===== src/design/mrst_pkg.sv =====
// Types, codes and constants shared by the MESI requester state table.
// No dependencies; imported by every module of the block.
package mrst_pkg;

  localparam int BlockCountDef = 1024;
  localparam int ReqW  = 2;
  localparam int BlkW  = 10;
  localparam int CoreW = 4;

  typedef enum logic [1:0] {
    ST_INVALID   = 2'd0,
    ST_SHARED    = 2'd1,
    ST_EXCLUSIVE = 2'd2,
    ST_MODIFIED  = 2'd3
  } line_state_e;

  typedef enum logic [1:0] {
    BUS_NONE = 2'd0,
    BUS_RD   = 2'd1,
    BUS_RDX  = 2'd2,
    BUS_UPG  = 2'd3
  } bus_req_e;

  typedef enum logic [1:0] {
    ACC_NONE  = 2'd0,
    ACC_READ  = 2'd1,
    ACC_WRITE = 2'd2
  } cache_acc_e;

  typedef enum logic [1:0] {
    REQ_LOAD     = 2'd0,
    REQ_STORE    = 2'd1,
    REQ_FILL_RD  = 2'd2,
    REQ_FILL_RDX = 2'd3
  } req_kind_e;

  typedef struct packed {
    req_kind_e kind;
    logic      shared;
    logic      in_range;
  } req_t;

  typedef struct packed {
    bus_req_e         bus;
    logic [CoreW-1:0] core;
    cache_acc_e       acc;
    line_state_e      state;
    logic             err;
  } result_t;

endpackage


===== src/design/mrst_state_mem.sv =====
// Line state memory: one 2-bit state per block, one read and one write port.
// Runs a clearing sweep after reset. Depends on mrst_pkg.
module mrst_state_mem import mrst_pkg::*; #(
  parameter int BlockCount = BlockCountDef,
  localparam int AddrW = $clog2(BlockCount)
) (
  input  logic             clk_i,
  input  logic             rst_ni,
  input  logic             rd_en_i,
  input  logic [AddrW-1:0] rd_addr_i,
  output line_state_e      rd_data_o,
  input  logic             wr_en_i,
  input  logic [AddrW-1:0] wr_addr_i,
  input  line_state_e      wr_data_i,
  output logic             busy_o
);

  line_state_e      mem_q [BlockCount];
  line_state_e      rd_data_q;
  logic [AddrW-1:0] clr_q, clr_d;
  logic             busy_q, busy_d;

  always_comb begin
    clr_d  = clr_q;
    busy_d = busy_q;
    if (busy_q) begin
      clr_d = clr_q + AddrW'(1);
      if (clr_q == AddrW'(BlockCount - 1)) begin
        busy_d = 1'b0;
      end
    end
  end

  always_ff @(posedge clk_i or negedge rst_ni) begin
    if (!rst_ni) begin
      clr_q  <= '0;
      busy_q <= 1'b1;
    end else begin
      clr_q  <= clr_d;
      busy_q <= busy_d;
    end
  end

  always_ff @(posedge clk_i) begin
    if (busy_q) begin
      mem_q[clr_q] <= ST_INVALID;
    end else if (wr_en_i) begin
      mem_q[wr_addr_i] <= wr_data_i;
    end
    if (rd_en_i) begin
      rd_data_q <= mem_q[rd_addr_i];
    end
  end

  assign rd_data_o = rd_data_q;
  assign busy_o    = busy_q;

endmodule


===== src/design/mrst_update.sv =====
// MESI requester transition: next line state and the result beat.
// Combinational; depends on mrst_pkg.
module mrst_update import mrst_pkg::*; (
  input  req_t             req_i,
  input  line_state_e      cur_i,
  input  logic [CoreW-1:0] core_id_i,
  output line_state_e      next_o,
  output result_t          res_o
);

  bus_req_e    bus;
  cache_acc_e  acc;
  line_state_e st;
  logic        err;

  always_comb begin
    bus = BUS_NONE;
    acc = ACC_NONE;
    st  = cur_i;
    err = 1'b0;
    unique case (req_i.kind)
      REQ_LOAD: begin
        if (cur_i == ST_INVALID) bus = BUS_RD;
        else acc = ACC_READ;
      end
      REQ_STORE: begin
        if (cur_i == ST_INVALID) begin
          bus = BUS_RDX;
        end else begin
          if (cur_i == ST_SHARED) bus = BUS_UPG;
          st  = ST_MODIFIED;
          acc = ACC_WRITE;
        end
      end
      REQ_FILL_RD: begin
        if (cur_i != ST_INVALID) begin
          err = 1'b1;
        end else begin
          acc = ACC_READ;
          st  = req_i.shared ? ST_SHARED : ST_EXCLUSIVE;
        end
      end
      REQ_FILL_RDX: begin
        if (cur_i != ST_INVALID) begin
          err = 1'b1;
        end else begin
          acc = ACC_WRITE;
          st  = ST_MODIFIED;
        end
      end
      default: ;
    endcase
  end

  assign next_o = st;

  always_comb begin
    if (req_i.in_range) begin
      res_o.bus   = bus;
      res_o.core  = (bus != BUS_NONE) ? core_id_i : '0;
      res_o.acc   = acc;
      res_o.state = st;
      res_o.err   = err;
    end else begin
      res_o.bus   = BUS_NONE;
      res_o.core  = '0;
      res_o.acc   = ACC_NONE;
      res_o.state = ST_INVALID;
      res_o.err   = 1'b0;
    end
  end

endmodule


===== src/design/mesi_requester_state_table.sv =====
// Top level of the MESI requester state table: read stage, update stage, output register.
// Depends on mrst_pkg, mrst_state_mem and mrst_update.
//
//   channel | signals                               | direction
//   in      | in_valid_i/in_ready_o, req fields     | request beat into block
//   out     | out_valid_o/out_ready_i, result       | result beat out of block
//   cfg     | cfg_valid_i/cfg_ready_o, cfg_data_i   | core_id write
//
// One beat per cycle sustained while the output is not stalled. Each beat passes the registered
// memory read and the update stage into the output register; a write to the block being read
// in the same cycle is forwarded. After reset a clearing sweep of all BlockCount entries holds
// in_ready_o low. A stalled output holds the update stage, which in turn holds in_ready_o low.
module mesi_requester_state_table import mrst_pkg::*; #(
  parameter int BlockCount = BlockCountDef
) (
  input  logic             clk_i,
  input  logic             rst_ni,
  input  logic             cfg_valid_i,
  output logic             cfg_ready_o,
  input  logic [CoreW-1:0] cfg_data_i,
  input  logic             in_valid_i,
  output logic             in_ready_o,
  input  logic [ReqW-1:0]  req_type_i,
  input  logic [BlkW-1:0]  block_number_i,
  input  logic             shared_asserted_i,
  output logic             out_valid_o,
  input  logic             out_ready_i,
  output logic [1:0]       bus_request_o,
  output logic [CoreW-1:0] request_core_o,
  output logic [1:0]       cache_access_o,
  output logic [1:0]       block_state_o,
  output logic             protocol_error_o
);

  localparam int AddrW = $clog2(BlockCount);
  localparam int CmpW  = ((AddrW > BlkW) ? AddrW : BlkW) + 1;

  logic [CoreW-1:0] core_id_q;
  logic             busy;
  logic             in_fire;
  logic [CmpW-1:0]  blk_ext;
  logic             in_range;
  logic [AddrW-1:0] rd_addr;
  line_state_e      rd_data;

  logic             s1_valid_q;
  req_t             s1_req_q;
  logic [AddrW-1:0] s1_addr_q;
  logic             s1_adv;
  logic             fwd_hit_q;
  line_state_e      fwd_state_q;
  line_state_e      cur_state;
  line_state_e      next_state;
  result_t          res;
  logic             wr_en;

  logic             out_valid_q;
  result_t          out_q;

  assign cfg_ready_o = 1'b1;

  always_ff @(posedge clk_i or negedge rst_ni) begin
    if (!rst_ni) begin
      core_id_q <= '0;
    end else if (cfg_valid_i) begin
      core_id_q <= cfg_data_i;
    end
  end

  assign blk_ext  = CmpW'(block_number_i);
  assign in_range = blk_ext < CmpW'(BlockCount);
  assign rd_addr  = blk_ext[AddrW-1:0];

  assign s1_adv     = s1_valid_q & (~out_valid_q | out_ready_i);
  assign in_ready_o = ~busy & (~s1_valid_q | s1_adv);
  assign in_fire    = in_valid_i & in_ready_o;
  assign wr_en      = s1_adv & s1_req_q.in_range;
  assign cur_state  = fwd_hit_q ? fwd_state_q : rd_data;

  mrst_state_mem #(
    .BlockCount(BlockCount)
  ) u_mem (
    .clk_i    (clk_i),
    .rst_ni   (rst_ni),
    .rd_en_i  (in_fire),
    .rd_addr_i(rd_addr),
    .rd_data_o(rd_data),
    .wr_en_i  (wr_en),
    .wr_addr_i(s1_addr_q),
    .wr_data_i(next_state),
    .busy_o   (busy)
  );

  mrst_update u_update (
    .req_i    (s1_req_q),
    .cur_i    (cur_state),
    .core_id_i(core_id_q),
    .next_o   (next_state),
    .res_o    (res)
  );

  always_ff @(posedge clk_i or negedge rst_ni) begin
    if (!rst_ni) begin
      s1_valid_q <= 1'b0;
      fwd_hit_q  <= 1'b0;
    end else if (in_fire) begin
      s1_valid_q <= 1'b1;
      fwd_hit_q  <= wr_en & (s1_addr_q == rd_addr);
    end else if (s1_adv) begin
      s1_valid_q <= 1'b0;
      fwd_hit_q  <= 1'b0;
    end
  end

  always_ff @(posedge clk_i) begin
    if (in_fire) begin
      s1_req_q.kind     <= req_kind_e'(req_type_i);
      s1_req_q.shared   <= shared_asserted_i;
      s1_req_q.in_range <= in_range;
      s1_addr_q         <= rd_addr;
      fwd_state_q       <= next_state;
    end
  end

  always_ff @(posedge clk_i or negedge rst_ni) begin
    if (!rst_ni) begin
      out_valid_q <= 1'b0;
    end else if (s1_adv) begin
      out_valid_q <= 1'b1;
    end else if (out_ready_i) begin
      out_valid_q <= 1'b0;
    end
  end

  always_ff @(posedge clk_i) begin
    if (s1_adv) begin
      out_q <= res;
    end
  end

  assign out_valid_o      = out_valid_q;
  assign bus_request_o    = out_q.bus;
  assign request_core_o   = out_q.core;
  assign cache_access_o   = out_q.acc;
  assign block_state_o    = out_q.state;
  assign protocol_error_o = out_q.err;

`ifndef ASSERT_OFF
  a_no_accept_in_clear: assert property (@(posedge clk_i) disable iff (!rst_ni)
    busy |-> !in_ready_o)
    else $error("request accepted during clearing sweep");

  a_fwd_needs_item: assert property (@(posedge clk_i) disable iff (!rst_ni)
    fwd_hit_q |-> s1_valid_q)
    else $error("forward hit without item in update stage");

  a_err_no_action: assert property (@(posedge clk_i) disable iff (!rst_ni)
    (out_valid_q && out_q.err) |-> (out_q.bus == BUS_NONE && out_q.acc == ACC_NONE))
    else $error("protocol error beat carries a request or access");

  a_core_only_with_bus: assert property (@(posedge clk_i) disable iff (!rst_ni)
    (out_valid_q && out_q.bus == BUS_NONE) |-> (out_q.core == '0))
    else $error("core id driven without bus request");

  a_stall_holds_stage: assert property (@(posedge clk_i) disable iff (!rst_ni)
    (s1_valid_q && !s1_adv) |=> (s1_valid_q && $stable(s1_addr_q)))
    else $error("update stage lost a stalled beat");
`endif

endmodule


===== config.mk =====
export PLATFORM = sky130hd
export DESIGN_NAME = mesi_requester_state_table
export DESIGN_NICKNAME = d
export VERILOG_FILES = /design/src/design/mrst_pkg.sv /design/src/design/mrst_state_mem.sv /design/src/design/mrst_update.sv /design/src/design/mesi_requester_state_table.sv
export SDC_FILE = /design/constraint.sdc
export NUM_CORES = 2
export LEC_CHECK = 0
export ABC_CLOCK_PERIOD_IN_PS = 25700
export BUFFER_PORTS_ARGS = -buffer_cell sky130_fd_sc_hd__buf_2
export CAP_MARGIN = 30
export CORE_UTILIZATION = 45
export CTS_CLUSTER_SIZE = 30
export DETAILED_ROUTE_END_ITERATION = 6
export GPL_TIMING_DRIVEN = 0
export SLEW_MARGIN = 20
export SYNTH_ARGS = -nofsm -noshare
export SYNTH_HDL_FRONTEND = slang
export SYNTH_SLANG_ARGS = --single-unit

===== constraint.sdc =====
create_clock -name clk_i -period 25.7 [get_ports clk_i]
set_clock_uncertainty 0.1 [all_clocks]
set_input_delay 2.57 -clock clk_i [delete_from_list [all_inputs] [get_ports clk_i]]
set_output_delay 2.57 -clock clk_i [all_outputs]
set_load 0.01 [all_outputs]

==> out/qor.yml <==
clock_network:
  htree_num_levels: 4
  ctsResizeCount: 0
  post_cts_buffers: 0
  cts.sink_count: 2094
  path_clk_slew_ns: 0.06
  cts_tree: "done"
  clk-insertion-delay-late_ns: 0.88
  total_of_hold_buffers_inserted_after_clock_tree_synthesis: 0
  numCtsBuffers: 209
  ctsRootBufferMaster: "sky130_fd_sc_hd__clkbuf_16"
  cts-root-to-sink-buffers: 3
setup_path:
  timing.reg2reg.worst_path_depth: 12
  critical_path_class: "primary input to register"
  crit_path_max_fanout: 10
  cpMaxStageDelayCell: "sky130_fd_sc_hd__a211oi_1"
  timing.critical_path.from: "block_number_i[1]"
  worstSetupEndpointType: "register"
  cp_data_required_time_ns: 26.19
  critical_path.max_stage_delay_ns: 0.92
  worstPathCellList: "buf_2, buf_4, buf_4, nand2_1, buf_2, clkbuf_2, o221ai_1, o22ai_1, o21ai_0, nand4_1, a211oi_1, nor3_1, o211ai_1"
  category_of_the_worst_setup_path_launch_point: "primary input"
  endpoint: "u_mem.rd_data_o[1]"
  crit-reg2reg-capture: "u_mem.mem_q[484][1]"
  cp.arrival_ns: 7.99
  r2r-start: "out_valid_o"
  r2r_slack_ns: 21.02
timing:
  worst_slack_ns: 18.21
  setup_viol: 0
  setup_tns_ns: 0
  maxClockFrequency_mhz: 133.4
  slew_of_the_pin_with_the_lowest_slew_margin_ns: 1.259
  hold_viol: 0
  timing.slew.headroom: 0.1535
  rsz_0062_raised_after_global_routing: "false"
  fin_crit_ns: 7.494
  post-route-period-util: 0.2916
  slew_viol_final: 0
synth:
  synthesis.nets: 4983
  synth_ff_type: "sky130_fd_sc_hd__edfxtp_1"
  post_synth_instance_area_sq_um: 86270
  synth-seq-cells: 2094
  synthCells: 4960
  synth-edff-count: 2076
  post_synth.cell_area_avg_sq_um: 17.39
  synth_cell_types: 69
  postSynth.asyncResetShare: 0.008596
  synth-warning-count: 0
  yosysSeqAreaShare: 0.7278
layout:
  area_growth_pct: 13.40
  final_core_utilization: 0.5139
  instances_no_fill: 7973
  finish.net_count: 5309
  drive_gt1_frac: 0.1972
global_routing:
  number_of_global_route_vias_before_repair: 50320
  grt_pass1_wl_mm: 430.6
  antenna_found_initial: 33
  grt_util_all_layers: 0.3360
  globalRouteOverflowTotal: 0
  grt_max_degree: 82
floorplan:
  dieWidth_um: 439.9
  fp.dieH_um: 439.9
  die_area_sq_um: 193500
  placementRows: 160
  initial_utilization: 0.4532
  coreArea_sq_um: 190400
  io_pins: 36
route:
  firstDrtPassIters: 7
  drt_first_iter_violations: 10270
  wirelength_mm: 327.2
  vias: 53070
  remaining_drc_errors: 0
  ant_nets: 0
  wire_per_inst_um: 41.04
  vias_per_cell: 6.656
run_status:
  result_of_the_run: "finished clean"
flow_run:
  cap_viol_max_count: 0
placement:
  place_hpwl_mm: 216.9
  placed_cells: 7584
  gp_congestion: 0.9898
  post-place-ws_ns: 17.74
  port-buffer-count: 34
power:
  p_per_area_nw_per_um2: 75.86
  finalPower_mw: 7.422
  ir_drop_mv: 0.05685
  cellLeakagePower_nw: 30.68
hold_path:
  hold_class: "register to register"
## worst min-delay path by stage
stage                       end  cells past startpoint  startpoint
floorplan           out_valid_o                      2  s1_valid_q
global placement    out_valid_o                      2  s1_valid_q
detailed placement  out_valid_o                      2  s1_valid_q
CTS                 out_valid_o                      2  s1_valid_q
global route        out_valid_o                      2  s1_valid_q
finish              out_valid_o                      2  s1_valid_q
## state kept, by name, indices dropped and copies added (netlist names), 2 cells and up
name             flops
bus_request_o        2
s1_req_q             3
u_mem.rd_data_o      2
cache_access_o       2
s1_addr_q           10
u_mem.mem_q       2048
request_core_o       4
block_state_o        2
core_id_q            4
fwd_state_q          2
u_mem.clr_q         10
## critical path: cells and delay by family
kind | cells | cell delay, ns
AND/OR/NAND/NOR | 3 | 1.31
AO/OA/AOI/OAI | 5 | 2.23
buffers and inverters | 5 | 1.82
## metal layers
layer	global-route usage	part of all wire	wire length [um]
met3	0.1117	0.14	46210
met1	0.4364	0.35	114700
met5	0.01663	0.0018	601
met4	0.1955	0.069	22510
met2	0.4925	0.44	143200
## layout by cell type, fill, tap and decap left out, drive strengths merged, types with 12 or more instances in the layout
cell type | netlist | final
nor3 | 61 | 61
dfrtp | 17 | 17
edfxtp | 2076 | 2076
a22oi | 47 | 47
nor2 | 1059 | 1059
inv | 12 | 20
mux4 | 449 | 449
and2 | 16 | 16
mux2i | 230 | 230
o22ai | 52 | 52
clkinv | 1 | 87
a21oi | 75 | 75
o221ai | 86 | 86
buf | 178 | 293
xor2 | 15 | 15
o21ai | 50 | 50
nand4 | 12 | 12
nand3b | 13 | 13
nand2 | 135 | 135
nand3 | 25 | 25
clkbuf | 215 | 486
a211oi | 21 | 21
## cell type report
cell class / count / area, sq um
diodes: 10 / 25.02
plain buffers: 393 / 2567
clock buffers: 271 / 5569
clock inverters: 106 / 782.0
fillers: 15490 / 92550
inverters: 13 / 48.80
multi-input cells: 2460 / 21100
flip-flops and latches: 2094 / 62790
well taps: 2511 / 3142
repair buffers: 115 / 1809
## metrics by stage
stage | hold slack [ns] | instance area [sq um]
2_1_floorplan | 0.3486 | 86270
3_3_place_gp | 0.3588 | 89590
3_5_place_dp | 0.3714 | 91440
4_1_cts | 0.3885 | 97790
5_1_grt | 0.4183 | 97810
6_report | 0.3948 | 97830
## cells by family after synthesis
group                      synth area share
other                            0.00004347
adders and majority gates         0.0001450
AOI/OAI and AO/OA                   0.02990
DFF                                  0.7278
xor gates and xnor gates           0.002030
and+or+nand+nor                     0.06446
buffers and inverters               0.02857
muxes                                0.1470
## report_power, final
group | internal (mW) | switching, mW | total, mW | leakage (nW)
clock | 1.61 | 1.32 | 2.93 | 3.09
combinational | 0.170 | 0.461 | 0.632 | 8.44
sequential | 3.86 | 0.00361 | 3.86 | 19.2
total | 5.64 | 1.79 | 7.42 | 30.7
## synthesized netlist by cell type (3+ instances only)
library cell                number  share of area
sky130_fd_sc_hd__mux4_1         48          0.015
sky130_fd_sc_hd__inv_1          10        0.00044
sky130_fd_sc_hd__or2_2           3        0.00022
sky130_fd_sc_hd__nor3_1         61         0.0035
sky130_fd_sc_hd__nor2_1       1059          0.046
sky130_fd_sc_hd__buf_4          20         0.0017
sky130_fd_sc_hd__and2_1         16         0.0012
sky130_fd_sc_hd__buf_2          48         0.0028
sky130_fd_sc_hd__clkbuf_8        7         0.0011
sky130_fd_sc_hd__nand2_1       135         0.0059
sky130_fd_sc_hd__a211oi_1       21         0.0018
sky130_fd_sc_hd__nor3b_1         6        0.00052
sky130_fd_sc_hd__a21oi_1        75         0.0044
sky130_fd_sc_hd__nor2b_1        11        0.00080
sky130_fd_sc_hd__a22oi_1        47         0.0041
sky130_fd_sc_hd__o221ai_2        3        0.00052
sky130_fd_sc_hd__nand4_1        12        0.00087
sky130_fd_sc_hd__clkbuf_1      206         0.0090
sky130_fd_sc_hd__nand2b_1        7        0.00051
sky130_fd_sc_hd__buf_8          22         0.0038
sky130_fd_sc_hd__o22ai_1        52         0.0038
sky130_fd_sc_hd__o31ai_1         3        0.00026
sky130_fd_sc_hd__or3_1          10        0.00073
sky130_fd_sc_hd__mux2_2          8         0.0010
sky130_fd_sc_hd__a2111oi_0       4        0.00041
sky130_fd_sc_hd__o221ai_1       83         0.0084
sky130_fd_sc_hd__buf_1          47         0.0020
sky130_fd_sc_hd__xor2_1         15         0.0015
sky130_fd_sc_hd__mux2i_1       230          0.027
sky130_fd_sc_hd__a22o_1          3        0.00030
sky130_fd_sc_hd__and3_1          3        0.00022
sky130_fd_sc_hd__mux4_2        401           0.10
sky130_fd_sc_hd__edfxtp_1     2076           0.72
sky130_fd_sc_hd__xnor2_1         5        0.00051
sky130_fd_sc_hd__buf_12         20         0.0046
sky130_fd_sc_hd__a31oi_1         6        0.00044
sky130_fd_sc_hd__nand3b_1       13         0.0011
sky130_fd_sc_hd__buf_6          21         0.0027
sky130_fd_sc_hd__o211ai_1        5        0.00044
sky130_fd_sc_hd__dfrtp_1        17         0.0049
sky130_fd_sc_hd__nor4_1         11        0.00080
sky130_fd_sc_hd__nand3_1        25         0.0015
sky130_fd_sc_hd__o21ai_0        47         0.0027
sky130_fd_sc_hd__a221oi_1        3        0.00030
sky130_fd_sc_hd__o21ai_1         3        0.00017
Note: power is estimated with default switching activity, not from simulation.
